$ cat src/rtl/core/rcsd_pkg.sv
// ----------------------------------------------------------------------------
// rcsd_pkg: shared types and constants for the servo frame decoder
// Frame layout constants, config register indexes, capture-to-emit handoff.
// ----------------------------------------------------------------------------
`default_nettype none

package rcsd_pkg;

  localparam int PAYLOAD_BYTES = 22;
  localparam int PAYLOAD_W     = PAYLOAD_BYTES * 8;
  localparam int CH_W          = 11;
  localparam int CH_COUNT      = 16;
  localparam int CH_IDX_W      = 4;
  localparam int OPT_W         = 4;

  localparam logic [4:0] POS_HEADER = 5'd0;
  localparam logic [4:0] POS_LAST_PAYLOAD = 5'd22;
  localparam logic [4:0] POS_OPTION = 5'd23;
  localparam logic [4:0] POS_END    = 5'd24;

  localparam logic [CH_IDX_W-1:0] CH_LAST = 4'd15;

  // Config register indexes
  localparam logic [0:0] CFG_HEADER = 1'b0;
  localparam logic [0:0] CFG_END    = 1'b1;

  // Reset values of config registers
  localparam logic [7:0] HEADER_RST = 8'h0F;
  localparam logic [7:0] END_RST    = 8'h00;

  // One completed frame handed from capture to the emitter
  typedef struct packed {
    logic                 valid;
    logic                 good;
    logic [OPT_W-1:0]     opt;
    logic [PAYLOAD_W-1:0] payload;
  } frame_t;

endpackage

`default_nettype wire

$ cat src/rtl/core/rcsd_capture.sv
// ----------------------------------------------------------------------------
// rcsd_capture: byte counter and frame store
// Tracks frame position, stores payload/option bytes, checks header and end.
// ----------------------------------------------------------------------------
`default_nettype none

module rcsd_capture (
  input  wire logic                clk,
  input  wire logic                rst_n,
  input  wire logic                cfg_we,
  input  wire logic [0:0]          cfg_addr,
  input  wire logic [7:0]          cfg_wdata,
  input  wire logic                byte_vld,
  input  wire logic [7:0]          data_byte,
  input  wire logic                first,
  output logic                     at_end,
  output rcsd_pkg::frame_t         frame
);
  import rcsd_pkg::*;

  logic [7:0]       header_value_r;
  logic [7:0]       end_value_r;
  logic [4:0]       byte_pos_r, byte_pos_nxt;
  logic             hdr_ok_r, hdr_ok_nxt;
  logic [OPT_W-1:0] opt_r, opt_nxt;
  logic [7:0]       store_r [PAYLOAD_BYTES];
  logic [4:0]       pos;
  logic [4:0]       store_idx;
  logic             store_we;

  always_ff @(posedge clk) begin
    if (!rst_n) begin
      header_value_r <= HEADER_RST;
      end_value_r    <= END_RST;
    end else if (cfg_we) begin
      case (cfg_addr)
        CFG_HEADER: header_value_r <= cfg_wdata;
        CFG_END:    end_value_r    <= cfg_wdata;
        default:    ;
      endcase
    end
  end

  assign pos       = first ? POS_HEADER : byte_pos_r;
  assign store_idx = pos - 5'd1;
  assign store_we  = byte_vld && (pos != POS_HEADER) && (pos <= POS_LAST_PAYLOAD);
  assign at_end    = (byte_pos_r == POS_END);

  always_comb begin
    byte_pos_nxt = byte_pos_r;
    hdr_ok_nxt   = hdr_ok_r;
    opt_nxt      = opt_r;
    if (byte_vld) begin
      byte_pos_nxt = pos + 5'd1;
      if (pos == POS_HEADER) begin
        hdr_ok_nxt = (data_byte == header_value_r);
      end else if (pos == POS_OPTION) begin
        opt_nxt = data_byte[OPT_W-1:0];
      end else if (pos == POS_END) begin
        byte_pos_nxt = POS_HEADER;
      end
    end
  end

  always_ff @(posedge clk) begin
    if (!rst_n) begin
      byte_pos_r <= POS_HEADER;
      hdr_ok_r   <= 1'b0;
      opt_r      <= '0;
    end else begin
      byte_pos_r <= byte_pos_nxt;
      hdr_ok_r   <= hdr_ok_nxt;
      opt_r      <= opt_nxt;
    end
  end

  // payload store, no reset: every byte is written before a frame can end
  always_ff @(posedge clk) begin
    if (store_we) begin
      store_r[store_idx] <= data_byte;
    end
  end

  always_comb begin
    frame.valid = byte_vld && (pos == POS_END);
    frame.good  = hdr_ok_r && (data_byte == end_value_r);
    frame.opt   = opt_r;
    for (int j = 0; j < PAYLOAD_BYTES; j++) begin
      frame.payload[j*8 +: 8] = store_r[j];
    end
  end

endmodule

`default_nettype wire

$ cat src/rtl/core/rcsd_emit.sv
// ----------------------------------------------------------------------------
// rcsd_emit: channel unpacker and output register
// Holds a snapshot of one frame and issues its results one per cycle while out_rdy is high.
// ----------------------------------------------------------------------------
`default_nettype none

module rcsd_emit (
  input  wire logic                clk,
  input  wire logic                rst_n,
  input  wire rcsd_pkg::frame_t    frame,
  output logic                     busy,
  output logic                     out_vld,
  input  wire logic                out_rdy,
  output logic [3:0]               channel_index,
  output logic [10:0]              channel_value,
  output logic [3:0]               option_flags,
  output logic                     status,
  output logic                     last
);
  import rcsd_pkg::*;

  logic                 active_r, active_nxt;
  logic                 good_r, good_nxt;
  logic [CH_IDX_W-1:0]  cnt_r, cnt_nxt;
  logic [PAYLOAD_W-1:0] buf_r, buf_nxt;
  logic [OPT_W-1:0]     opt_r, opt_nxt;

  logic                 out_vld_r, out_vld_nxt;
  logic [CH_IDX_W-1:0]  idx_r, idx_nxt;
  logic [CH_W-1:0]      val_r, val_nxt;
  logic [OPT_W-1:0]     oflag_r, oflag_nxt;
  logic                 status_r, status_nxt;
  logic                 last_r, last_nxt;
  logic                 load;

  assign load = active_r && (!out_vld_r || out_rdy);
  assign busy = active_r;

  always_comb begin
    active_nxt  = active_r;
    good_nxt    = good_r;
    cnt_nxt     = cnt_r;
    buf_nxt     = buf_r;
    opt_nxt     = opt_r;
    out_vld_nxt = out_vld_r && !out_rdy;
    idx_nxt     = idx_r;
    val_nxt     = val_r;
    oflag_nxt   = oflag_r;
    status_nxt  = status_r;
    last_nxt    = last_r;
    if (load) begin
      out_vld_nxt = 1'b1;
      if (good_r) begin
        idx_nxt    = cnt_r;
        val_nxt    = buf_r[CH_W-1:0];
        oflag_nxt  = opt_r;
        status_nxt = 1'b0;
        last_nxt   = (cnt_r == CH_LAST);
        buf_nxt    = buf_r >> CH_W;
        cnt_nxt    = cnt_r + 4'd1;
        active_nxt = (cnt_r != CH_LAST);
      end else begin
        idx_nxt    = '0;
        val_nxt    = '0;
        oflag_nxt  = '0;
        status_nxt = 1'b1;
        last_nxt   = 1'b1;
        active_nxt = 1'b0;
      end
    end else if (!active_r && frame.valid) begin
      active_nxt = 1'b1;
      good_nxt   = frame.good;
      cnt_nxt    = '0;
      buf_nxt    = frame.payload;
      opt_nxt    = frame.opt;
    end
  end

  always_ff @(posedge clk) begin
    if (!rst_n) begin
      active_r  <= 1'b0;
      out_vld_r <= 1'b0;
    end else begin
      active_r  <= active_nxt;
      out_vld_r <= out_vld_nxt;
    end
  end

  always_ff @(posedge clk) begin
    good_r   <= good_nxt;
    cnt_r    <= cnt_nxt;
    buf_r    <= buf_nxt;
    opt_r    <= opt_nxt;
    idx_r    <= idx_nxt;
    val_r    <= val_nxt;
    oflag_r  <= oflag_nxt;
    status_r <= status_nxt;
    last_r   <= last_nxt;
  end

  assign out_vld       = out_vld_r;
  assign channel_index = idx_r;
  assign channel_value = val_r;
  assign option_flags  = oflag_r;
  assign status        = status_r;
  assign last          = last_r;

endmodule

`default_nettype wire

$ cat src/rtl/core/rc_servo_frame_decoder.sv
// ----------------------------------------------------------------------------
// rc_servo_frame_decoder: 25-byte, 16-channel, 11-bit servo frame decoder
// Byte stream in, one transaction per decoded channel (or one failure) out.
// ----------------------------------------------------------------------------
// Bytes come one per input transaction, taken each cycle unless stalled; tuser
// marks a byte as frame position 0 and restarts the count, otherwise the
// count runs 0..24 and wraps after the end byte. Position 0 is the header,
// 1..22 the packed channel payload, 23 the option byte, 24 the end byte.
// When the end byte is taken, the header and end byte are checked against
// cfg register 0 (header, reset 0x0F) and 1 (end, reset 0x00). On a match
// the payload is snapshot into the emitter, which issues 16 transactions,
// channel 0..15 in order, one per cycle while out_tready is high; tlast
// marks channel 15. On a mismatch a single transaction with status (tuser)
// set, all data zero and tlast high is issued. The snapshot frees the byte
// store at once, so the next frame streams in while results drain. The only
// input stall: in_tready drops while the count sits at position 24 and the
// emitter is busy, so an end byte, or a tuser byte, that arrives while the
// emitter still holds the previous frame waits.
// Write config only while the block is idle.
// ----------------------------------------------------------------------------
`default_nettype none

module rc_servo_frame_decoder (
  input  wire logic        clk,
  input  wire logic        rst_n,
  // config write port
  input  wire logic        cfg_we,
  input  wire logic [0:0]  cfg_addr,
  input  wire logic [7:0]  cfg_wdata,
  // byte stream in
  input  wire logic        in_tvalid,
  output logic             in_tready,
  input  wire logic [7:0]  in_tdata,    // [7:0] data_byte
  input  wire logic        in_tuser,    // [0] first
  // decoded results out
  output logic             out_tvalid,
  input  wire logic        out_tready,
  output logic [23:0]      out_tdata,   // [3:0] channel_index, [14:4] channel_value,
                                        // [18:15] option_flags, [23:19] zero
  output logic             out_tuser,   // [0] status
  output logic             out_tlast
);
  import rcsd_pkg::*;

  frame_t      frame;
  logic        at_end;
  logic        emit_busy;
  logic        in_xfer;
  logic [3:0]  channel_index;
  logic [10:0] channel_value;
  logic [3:0]  option_flags;

  // Hold off any byte while the count sits at the end position and the previous frame is still draining.
  assign in_tready = !(at_end && emit_busy);
  assign in_xfer   = in_tvalid && in_tready;

  rcsd_capture u_capture (
    .clk       (clk),
    .rst_n     (rst_n),
    .cfg_we    (cfg_we),
    .cfg_addr  (cfg_addr),
    .cfg_wdata (cfg_wdata),
    .byte_vld  (in_xfer),
    .data_byte (in_tdata),
    .first     (in_tuser),
    .at_end    (at_end),
    .frame     (frame)
  );

  rcsd_emit u_emit (
    .clk           (clk),
    .rst_n         (rst_n),
    .frame         (frame),
    .busy          (emit_busy),
    .out_vld       (out_tvalid),
    .out_rdy       (out_tready),
    .channel_index (channel_index),
    .channel_value (channel_value),
    .option_flags  (option_flags),
    .status        (out_tuser),
    .last          (out_tlast)
  );

  assign out_tdata = {5'd0, option_flags, channel_value, channel_index};

endmodule

`default_nettype wire
$ cat config.mk
export PLATFORM = sky130hd
export DESIGN_NAME = rc_servo_frame_decoder
export DESIGN_NICKNAME = d
export VERILOG_FILES = /design/src/rtl/core/rcsd_pkg.sv /design/src/rtl/core/rcsd_capture.sv /design/src/rtl/core/rcsd_emit.sv /design/src/rtl/core/rc_servo_frame_decoder.sv
export SDC_FILE = /design/constraint.sdc
export NUM_CORES = 1
export LEC_CHECK = 0
export BUFFER_PORTS_ARGS = -buffer_cell sky130_fd_sc_hd__buf_2
export CORE_MARGIN = 2
export CORE_UTILIZATION = 55
export DETAILED_ROUTE_END_ITERATION = 10
export PLACE_DENSITY = 0.78
export SYNTH_ARGS = -nofsm -noshare
export SYNTH_HDL_FRONTEND = slang
export SYNTH_HIERARCHICAL = 1
export SYNTH_SLANG_ARGS = --single-unit
export TNS_END_PERCENT = 20
$ cat constraint.sdc
create_clock -name clk -period 6.2 [get_ports clk]
set_clock_uncertainty 0.15 [all_clocks]
set_input_delay 0.93 -clock clk [delete_from_list [all_inputs] [get_ports clk]]
set_output_delay 0.93 -clock clk [all_outputs]
set_load 0.01 [all_outputs]
* Word-level counts from Yosys, hierarchy flattened
Memories as Yosys holds them, arrays and structs flattened.
Cells that the tools add are included.
** Cells by class
- Add/sub/neg operators :: 3
- Magnitude comparators :: 1
- Eq/ne operators :: 8
- Muxes and demuxes :: 17
- Bitwise gates (word level) :: 3
- Reductions and logical operators :: 23
** Operator list (count)
- $mux W176 :: 3
- $mux W5 :: 4
- $eq A8 B8 Y1 :: 2
- $eq A5 B5 Y1 const B :: 3
- $mux W4 :: 3
- $reduce_and A2 Y1 :: 5
- $logic_and A1 B1 Y1 :: 9
- $mux W1 :: 7
- $add A5 B1 Y5 const B :: 1
- $le A5 B5 Y1 const B :: 1
- $logic_not A5 Y1 :: 1
- $reduce_bool A5 Y1 :: 1
- $sub A5 B1 Y5 const B :: 1
- $add A4 B1 Y4 const B :: 1
- $eq A4 B4 Y1 const B :: 1
- $logic_not A1 Y1 :: 4
- $ne A4 B4 Y1 const B :: 1
- $not A1 Y1 :: 3
- $reduce_and A3 Y1 :: 1
- $ne A2 B1 Y1 const B :: 1
- $reduce_bool A2 Y1 :: 1
- $logic_or A1 B1 Y1 :: 1
** Storage, ports and cells
- Register bits after elaboration :: 234
- Memory bits (writable) :: 176
- Bits of input ports :: 23
- Output and inout bits :: 28
- Logic and storage cells :: 72
- Memories kept :: 1
** Memories
- u_capture.store_r :: depth 22, bits a word 8, rd ports 22, clocked after Yosys merged registers in 0, write ports 1, RTL line rcsd_capture.sv:26 : logic [7:0] store_r [PAYLOAD_BYTES];

* Logic depth before layout (Yosys ltp)
Gate-level depths: netlist (run 1).
- Depth in word-level cells :: 8
- Gate-level depth with buffers :: 9
- Mapped depth without buffers :: 7

* By module
Netlist (run 1), hierarchy kept.
** Modules (own cells, without submodules)
- rcsd_emit :: instances 1, cells each 444, area each 8903.5 sq um, sequential area each 6226.0 sq um
- rcsd_capture :: instances 1, cells each 378, area each 6841.6 sq um, sequential area each 5805.6 sq um
- rc_servo_frame_decoder :: instances 1, cells each 8, area each 52.6 sq um, sequential area each 0.0 sq um

* Least setup slack after synthesis (run 1)
Ideal clock, no wire load.
- Path kind :: input to register
- Start point :: input port in_tuser
- End point :: register u_emit.buf_r[0], enable pin
- Arrival :: 5677 ps
- Data required time :: 5511 ps
- Setup slack :: -166 ps
- Stages on the path :: 6
- Path buffers :: 0
- Cell sequence :: or2b_1 ha_1 and4b_1 nor2b_1 nor2b_1 a21o_1
** RTL lines
- start: declaration :: RTL line rc_servo_frame_decoder.sv:34 : input wire logic in_tuser,
- end signal: assignment :: RTL line rcsd_emit.sv:92 : buf_r <= buf_nxt;
- end: declaration :: RTL line rcsd_emit.sv:25 : logic [PAYLOAD_W-1:0] buf_r, buf_nxt;

==> metrics.md, run 1 <==
| Metric | Value |
|---|---|
| Result of the run | complete, no violations |
| Share of Yosys cell area claimed by the top area cell type | 0.7261 |
| Non-Filler Cell Area, Final | approximately 18000 µm² |
| Utilization after layout | 0.6149 |
| DRC viols | 0 |
| Top flip-flop cell by instance count after synthesis | sky130_fd_sc_hd__edfxtp_1 |
| Placement Cell Area | ~16000 µm² |
| Max-slew violation count | 0 |
| IR drop worst, VDD | about 0.00028 V |
| Setup repair after global routing missed its margin | no |
| Maximum number of pins on one net before global-route repair | between 70 and 80 |
| Achievable frequency | roughly 0.25 GHz |
| Critical path fanouts, max | between 60 and 70 |
| Period minus WS final | between 4 and 5 ns |
| Minimum setup slack in the final design | between 2 and 2.5 ns |
| Post-synthesis cell area | roughly 16000 µm² |
| Number of global-route vias before repair | 7260 |
| Hpwl dp | 14.07 mm |
| Overall overflow remaining after global route | 0 |
| Met3 routed wirelength | 1.253 mm |
| Cells resized by post-CTS repair | 0 |
| Ys Warns | 6 |
| Number of endpoints with negative hold slack in the final report | 0 |
| Sequential fraction of the synthesis area | 0.7616 |
| Fraction of layout instances using a drive strength above 1 | 0.2933 |
| Most area-hungry cell type in the Yosys netlist | sky130_fd_sc_hd__edfxtp_1 |
| Total CTS buffers | 39 |
| Number of nets with antenna violations after routing | 0 |
| Mean area per synthesized cell | around 19 µm² |
| Transition time of the tightest slew-check pin | around 1.1 ns |
| Placer's final routability congestion estimate | 0.8520 |
| NumNets Final | 917 |
| Antenna diode count | 0 |
| Max cap viols | 0 |
| Clock slew seen by the registers of the worst setup and hold paths | 0.06 ns |
| Layout overhead on the synthesized area | 10.81% |
| Die outline width | between 150 and 200 µm |
| Static power due to leakage | 0.006121 µW |
| Number of DRC violations after detailed-routing iteration 0 | 545 |
| Placeable core region | around 28000 µm² |
| H-tree levels | 2 |
| Leading cell types in the layout, fill and taps excluded | sky130_fd_sc_hd__edfxtp_1, sky130_fd_sc_hd__mux2_4, sky130_fd_sc_hd__mux2_2 |
| Synth area leaders | sky130_fd_sc_hd__edfxtp_1, sky130_fd_sc_hd__mux2_4, sky130_fd_sc_hd__mux2_2 |
| Initial Utilization | 0.5549 |
| Number of standard-cell rows in the floorplan | between 60 and 70 |
| Number of buffers between clock root and the deepest sink | 3 |
| First-pass GRT wire length | approximately 40 mm |
| First-pass detailed-route iteration total | 5 |
| Total number of vias | between 7k and 8k |
| Routed via count divided by cell count | between 5 and 6 |
| Height of the die | approximately 170 µm |
| Areal power density over the cells | between 300 and 400 nW/µm² |
| Filler cell count | roughly 1.9k |
| Initial antenna violation count | 0 |
| Buffers inserted during post-CTS setup optimization | 0 |
| Pre-CTS WS | ~1.9 ns |
| Hold Buf Count CTS | 0 |
| Data arrival time of the worst path | between 4 and 5 ns |
| Async set-or-reset flop fraction in the synthesized netlist | 0 |
| Launching element type of the critical path | register |
| Setup TNS | 0 ns |
| Final setup violation count | 0 |
| CTS tree | done |
| Synthesized instance count | 830 |
| Post-route met1 wirelength | 11.42 mm |
| Number of synthesized flops with an enable pin | around 380 |
| Num ports | 51 |
| Kind of critical path | reg -> reg |
| HP Class | reg -> reg |
| Unique cell type count in the Yosys netlist | between 40 and 50 |
| Global routing usage summed across all routing layers | 0.1740 |
| Total of flip-flops plus latches after synthesis | slightly above 400 |
| Highest signal layer in the routed design | met4 |
| Total design power | roughly 5300 µW |
| Final Cycle Share | 0.6573 |
| Max-Slew Margin vs Limit | 0.2826 |
| Final WL | between 20 and 30 mm |
| Critical Path Sink Type | register |
| Met2 wire length | between 10 and 15 mm |
| Die Area | about 30000 µm² |
| Clk_lat worst skew | roughly 0.52 ns |
| CP required | between 6 and 7 ns |
| Most common cell after layout, fill and taps aside | sky130_fd_sc_hd__edfxtp_1 |
| Buffers on Ports | 45 |
| # clock sinks | 410 |
| Routed wirelength normalized by instance count | 20.09 µm |
| CTS root buffer | sky130_fd_sc_hd__clkbuf_16 |
stage by stage:
stage          std cells  hold WS [ns]
5_1_grt             1301        0.3220
2_1_floorplan        834        0.2519
3_5_place_dp        1233        0.2963
6_report            1301        0.3089
4_1_cts             1301        0.3107
3_3_place_gp        1233        0.2799
final timing paths:
kind,slack (ns),depth (start not counted),start,endpoint
setup / recovery,2.12,8,u_capture/byte_pos_r[0],u_emit/buf_r[14]
hold / removal,0.31,2,u_capture/hdr_ok_r,u_capture/hdr_ok_r
setup reg to reg,2.12,8,u_capture/byte_pos_r[0],u_emit/buf_r[14]
hold reg to reg,0.31,2,u_capture/hdr_ok_r,u_capture/hdr_ok_r
power breakdown:
group,switching (µW),internal [µW],leakage (µW)
clock,946,1220,0.000565
sequential,5.03,3000,0.00365
combinational,59.1,20.9,0.00190
total,1010,4250,0.00612
per-layer routing:
layer  GRT usage  vias to the layer above
li1            -                     3259
met1      0.2389                     3625
met2      0.2942                      178
met3     0.03070                       39
met4     0.03919                        0
met5           0                        -
worst max-delay path, stage by stage, from the launching register on:
cell and delay, ns:
sky130_fd_sc_hd__dfxtp_1 0.44, sky130_fd_sc_hd__or2_1 0.26, sky130_fd_sc_hd__nor3_1 0.09, sky130_fd_sc_hd__a21boi_1 0.63
sky130_fd_sc_hd__nand2b_1 0.28, sky130_fd_sc_hd__nor2b_1 0.20, sky130_fd_sc_hd__nor2b_1 0.44, sky130_fd_sc_hd__a21o_4 0.68
sky130_fd_sc_hd__buf_4 0.51
cells in the mapped netlist, types with 6 or more instances:
| cell | number |
|---|---|
| sky130_fd_sc_hd__edfxtp_1 | 382 |
| sky130_fd_sc_hd__mux2_4 | 90 |
| sky130_fd_sc_hd__mux2_2 | 70 |
| sky130_fd_sc_hd__nand2_1 | 37 |
| sky130_fd_sc_hd__and2_1 | 34 |
| sky130_fd_sc_hd__dfxtp_1 | 28 |
| sky130_fd_sc_hd__a21boi_0 | 19 |
| sky130_fd_sc_hd__nor2_1 | 19 |
| sky130_fd_sc_hd__nand3_1 | 17 |
| sky130_fd_sc_hd__buf_6 | 12 |
| sky130_fd_sc_hd__clkbuf_1 | 11 |
| sky130_fd_sc_hd__xor2_1 | 11 |
| sky130_fd_sc_hd__o21ai_0 | 8 |
| sky130_fd_sc_hd__xnor2_1 | 8 |
| sky130_fd_sc_hd__buf_2 | 7 |
| sky130_fd_sc_hd__inv_1 | 7 |
| sky130_fd_sc_hd__and3_1 | 6 |
| sky130_fd_sc_hd__nor2b_1 | 6 |
| sky130_fd_sc_hd__nor3_1 | 6 |
logic make-up (layout without fill, tap and decap cells):
family / after synthesis / after routing / synth area share
DFF: 410 / 410 / 0.7616
muxes: 167 / 167 / 0.1403
and+or+nand+nor: 148 / 148 / 0.04990
buffers and inverters: 43 / 126 / 0.01766
AOI/OAI and AO/OA: 38 / 38 / 0.01663
xor gates and xnor gates: 19 / 19 / 0.01053
adders and majority gates: 4 / 4 / 0.003168
other: 1 / 5 / 0.0002374
registers in the layout, indices dropped and copies added, names as in the netlist:
name and cells:
u_capture/store_r 176, u_emit/buf_r 176, u_emit/channel_value 11, u_capture/end_value_r 8
u_capture/header_value_r 8, u_capture/byte_pos_r 5, u_capture/opt_r 4, u_emit/channel_index 4
u_emit/cnt_r 4, u_emit/opt_r 4, u_emit/option_flags 4, u_capture/hdr_ok_r 1
u_emit/busy 1, u_emit/good_r 1, u_emit/last 1, u_emit/out_vld 1
u_emit/status 1
cell type report:
type / instances / area (µm²) / area share
Sequential cell: 410 / 12030 / 0.6873
Multi-Input combinational cell: 381 / 3523 / 0.2013
Clock buffer: 48 / 1031 / 0.05890
Tap cell: 384 / 480.5 / 0.02745
Timing Repair Buffer: 51 / 282.8 / 0.01615
Clock inverter: 20 / 130.1 / 0.007433
Inverter: 7 / 26.28 / 0.001501
Note: power is estimated with default switching activity, not from simulation.
==> inputs of run 2 (changes only) <==
Settings changed: CORE_UTILIZATION 55 to 61, PLACE_DENSITY 0.78 to 0.81.
Clock period 6.2 ns to 4 ns, I/O delays scaled along.
==> metrics.md, run 2 (same netlist as run 1, synthesis figures left out) <==
| Metric | Value |
|---|---|
| Overall overflow remaining after global route | 0 |
| Most common cell after layout, fill and taps aside | sky130_fd_sc_hd__edfxtp_1 |
| Period minus WS final | 3.466 ns |
| Worst reg2reg path startpoint | u_capture/byte_pos_r[0] |
| Utilization after layout | 0.6926 |
| Num ports | a little over 50 |
| Placer's final routability congestion estimate | approximately 0.9 |
| Hold path depth | 3 |
| Final Cycle Share | 0.8665 |
| Delay of the slowest cell on the worst path | about 0.65 ns |
| End point of the critical path | u_emit/buf_r[170] |
| Total design power | approximately 8300 µW |
| Critical path fanouts, max | 27 |
| Category of cells accounting for the largest share of critical-path delay | compound AO/OA/AOI/OAI gates |
| Die Area | about 27000 µm² |
| Hold Buf Count CTS | 0 |
| DRC viols | 0 |
| Total number of vias | ~7.2k |
| Static power due to leakage | slightly above 0.006 µW |
| Setup TNS | 0 ns |
| Final WL | around 27 mm |
| NumNets Final | a little over 900 |
| Initial antenna violation count | 0 |
| Clock slew seen by the registers of the worst setup and hold paths | 0.06 ns |
| Kind of critical path | reg -> reg |
| Cells resized by post-CTS repair | 0 |
| Number of nets with antenna violations after routing | 0 |
| Total CTS buffers | 40 |
| Startpoint of the lowest-slack hold path | cfg_wdata[0] |
| Path length in cells of the critical path | 9 |
| Routed via count divided by cell count | between 5 and 6 |
| Destination of the worst register-to-register timing path | u_emit/buf_r[170] |
| Hpwl dp | 15.33 mm |
| Critical Path Sink Type | register |
| Master of the slowest instance on the critical path | sky130_fd_sc_hd__a21boi_1 |
| Layout overhead on the synthesized area | 11.04% |
| Reg-to-reg slack, setup | between 0.5 and 0.6 ns |
| First-pass detailed-route iteration total | 5 |
| Clk_lat worst skew | approximately 0.53 ns |
| Setup repair after global routing missed its margin | no |
| H-tree levels | 2 |
| Achievable frequency | 0.2885 GHz |
| Number of standard-cell rows in the floorplan | slightly below 60 |
| Minimum setup slack in the final design | 0.5340 ns |
| Max cap viols | 0 |
| Depth of the worst register-to-register path | 9 |
| First-pass GRT wire length | a little over 40 mm |
| CTS tree | done |
| Buffers inserted during post-CTS setup optimization | 0 |
| Die outline width | about 160 µm |
| Final setup violation count | 0 |
| Initial Utilization | 0.6238 |
| Max-slew violation count | 0 |
| Pre-CTS WS | between 0.5 and 0.6 ns |
| Maximum number of pins on one net before global-route repair | 95 |
| Number of DRC violations after detailed-routing iteration 0 | 643 |
| Number of buffers between clock root and the deepest sink | 3 |
| HP Class | in -> reg |
| CP required | slightly above 4 ns |
| # clock sinks | 410 |
| Result of the run | complete, no violations |
| Buffers on Ports | between 40 and 50 |
| Routed wirelength normalized by instance count | around 22 µm |
| Number of endpoints with negative hold slack in the final report | 0 |
| IR drop worst, VDD | roughly 0.00037 V |
| Height of the die | around 160 µm |
| Transition time of the tightest slew-check pin | approximately 0.84 ns |
| Number of global-route vias before repair | 7355 |
| Fraction of layout instances using a drive strength above 1 | 0.2964 |
| Smallest hold slack | approximately 0.17 ns |
| Sequence of cells on the critical path | or2_1, nor3_1, a21boi_1, nand2b_1, nor2b_1, nor2b_1, buf_4, a21o_4, buf_4 |
| CTS root buffer | sky130_fd_sc_hd__clkbuf_16 |
| Critical path origin | u_capture/byte_pos_r[0] |
| Placeable core region | 25330 µm² |
| Areal power density over the cells | roughly 470 nW/µm² |
| Antenna diode count | 0 |
| Data arrival time of the worst path | 3.52 ns |
| Launching element type of the critical path | register |
| Max-Slew Margin vs Limit | 0.4364 |
| Leading cell types in the layout, fill and taps excluded | sky130_fd_sc_hd__edfxtp_1, sky130_fd_sc_hd__mux2_4, sky130_fd_sc_hd__mux2_2 |
| Crit path buffers/inverters | 2 |
| Global routing usage summed across all routing layers | 0.2054 |
| Filler cell count | 1489 |
-- run 2: cell types whose count changed in the layout (fill, tap and decap cells not counted), sizes merged --
cell and change:
bufinv +1, buf +3, clkinv -5, clkinvlp +1, clkbuf +4
-- run 2: report_power, final --
| group | total, µW | internal [µW] | switching (µW) |
|---|---|---|---|
| clock | 3480 | 2010 | 1470 |
| combinational | 122 | 32.4 | 89.9 |
| sequential | 4670 | 4660 | 8.56 |
| total | 8270 | 6700 | 1570 |
-- run 2: routing by layer --
layer	part of all wire	global-route usage	up-vias
li1	-	-	3269
met1	0.42	0.2782	3664
met2	0.51	0.3446	242
met3	0.056	0.03390	53
met4	0.022	0.06680	0
met5	0	0	-
-- run 2: through the flow --
step	area (µm²)	std cells
after CTS	17540	1251
final	17540	1251
after global routing	17540	1251
after global placement	16340	1182
after floorplan	15820	834
after detailed placement	16340	1182
-- run 2: worst min-delay path by stage --
| stage | end | slack, ns |
|---|---|---|
| 2_1_floorplan | u_emit/opt_r[0] | 0.25 |
| 3_3_place_gp | u_emit/opt_r[0] | 0.27 |
| 3_5_place_dp | u_emit/opt_r[0] | 0.27 |
| 4_1_cts | u_capture/header_value_r[0] | 0.15 |
| 5_1_grt | u_capture/header_value_r[0] | 0.17 |
| 6_report | u_capture/header_value_r[0] | 0.17 |
-- run 2: area by class of cell --
cell class	count	area, µm²	share of cell area
flip-flops and latches	410	12030	0.6859
multi-input cells	381	3523	0.2009
clock buffers	52	1067	0.06084
well taps	330	412.9	0.02354
repair buffers	54	342.8	0.01954
clock inverters	17	137.6	0.007846
inverters	7	26.28	0.001498
-- run 2: worst register-to-register path, stage by stage (launching register included) --
cell and delay [ns]:
sky130_fd_sc_hd__dfxtp_1 0.46, sky130_fd_sc_hd__or2_1 0.27, sky130_fd_sc_hd__nor3_1 0.12, sky130_fd_sc_hd__a21boi_1 0.65, sky130_fd_sc_hd__nand2b_1 0.28, sky130_fd_sc_hd__nor2b_1 0.19
sky130_fd_sc_hd__nor2b_1 0.14, sky130_fd_sc_hd__buf_4 0.15, sky130_fd_sc_hd__a21o_4 0.36, sky130_fd_sc_hd__buf_4 0.37
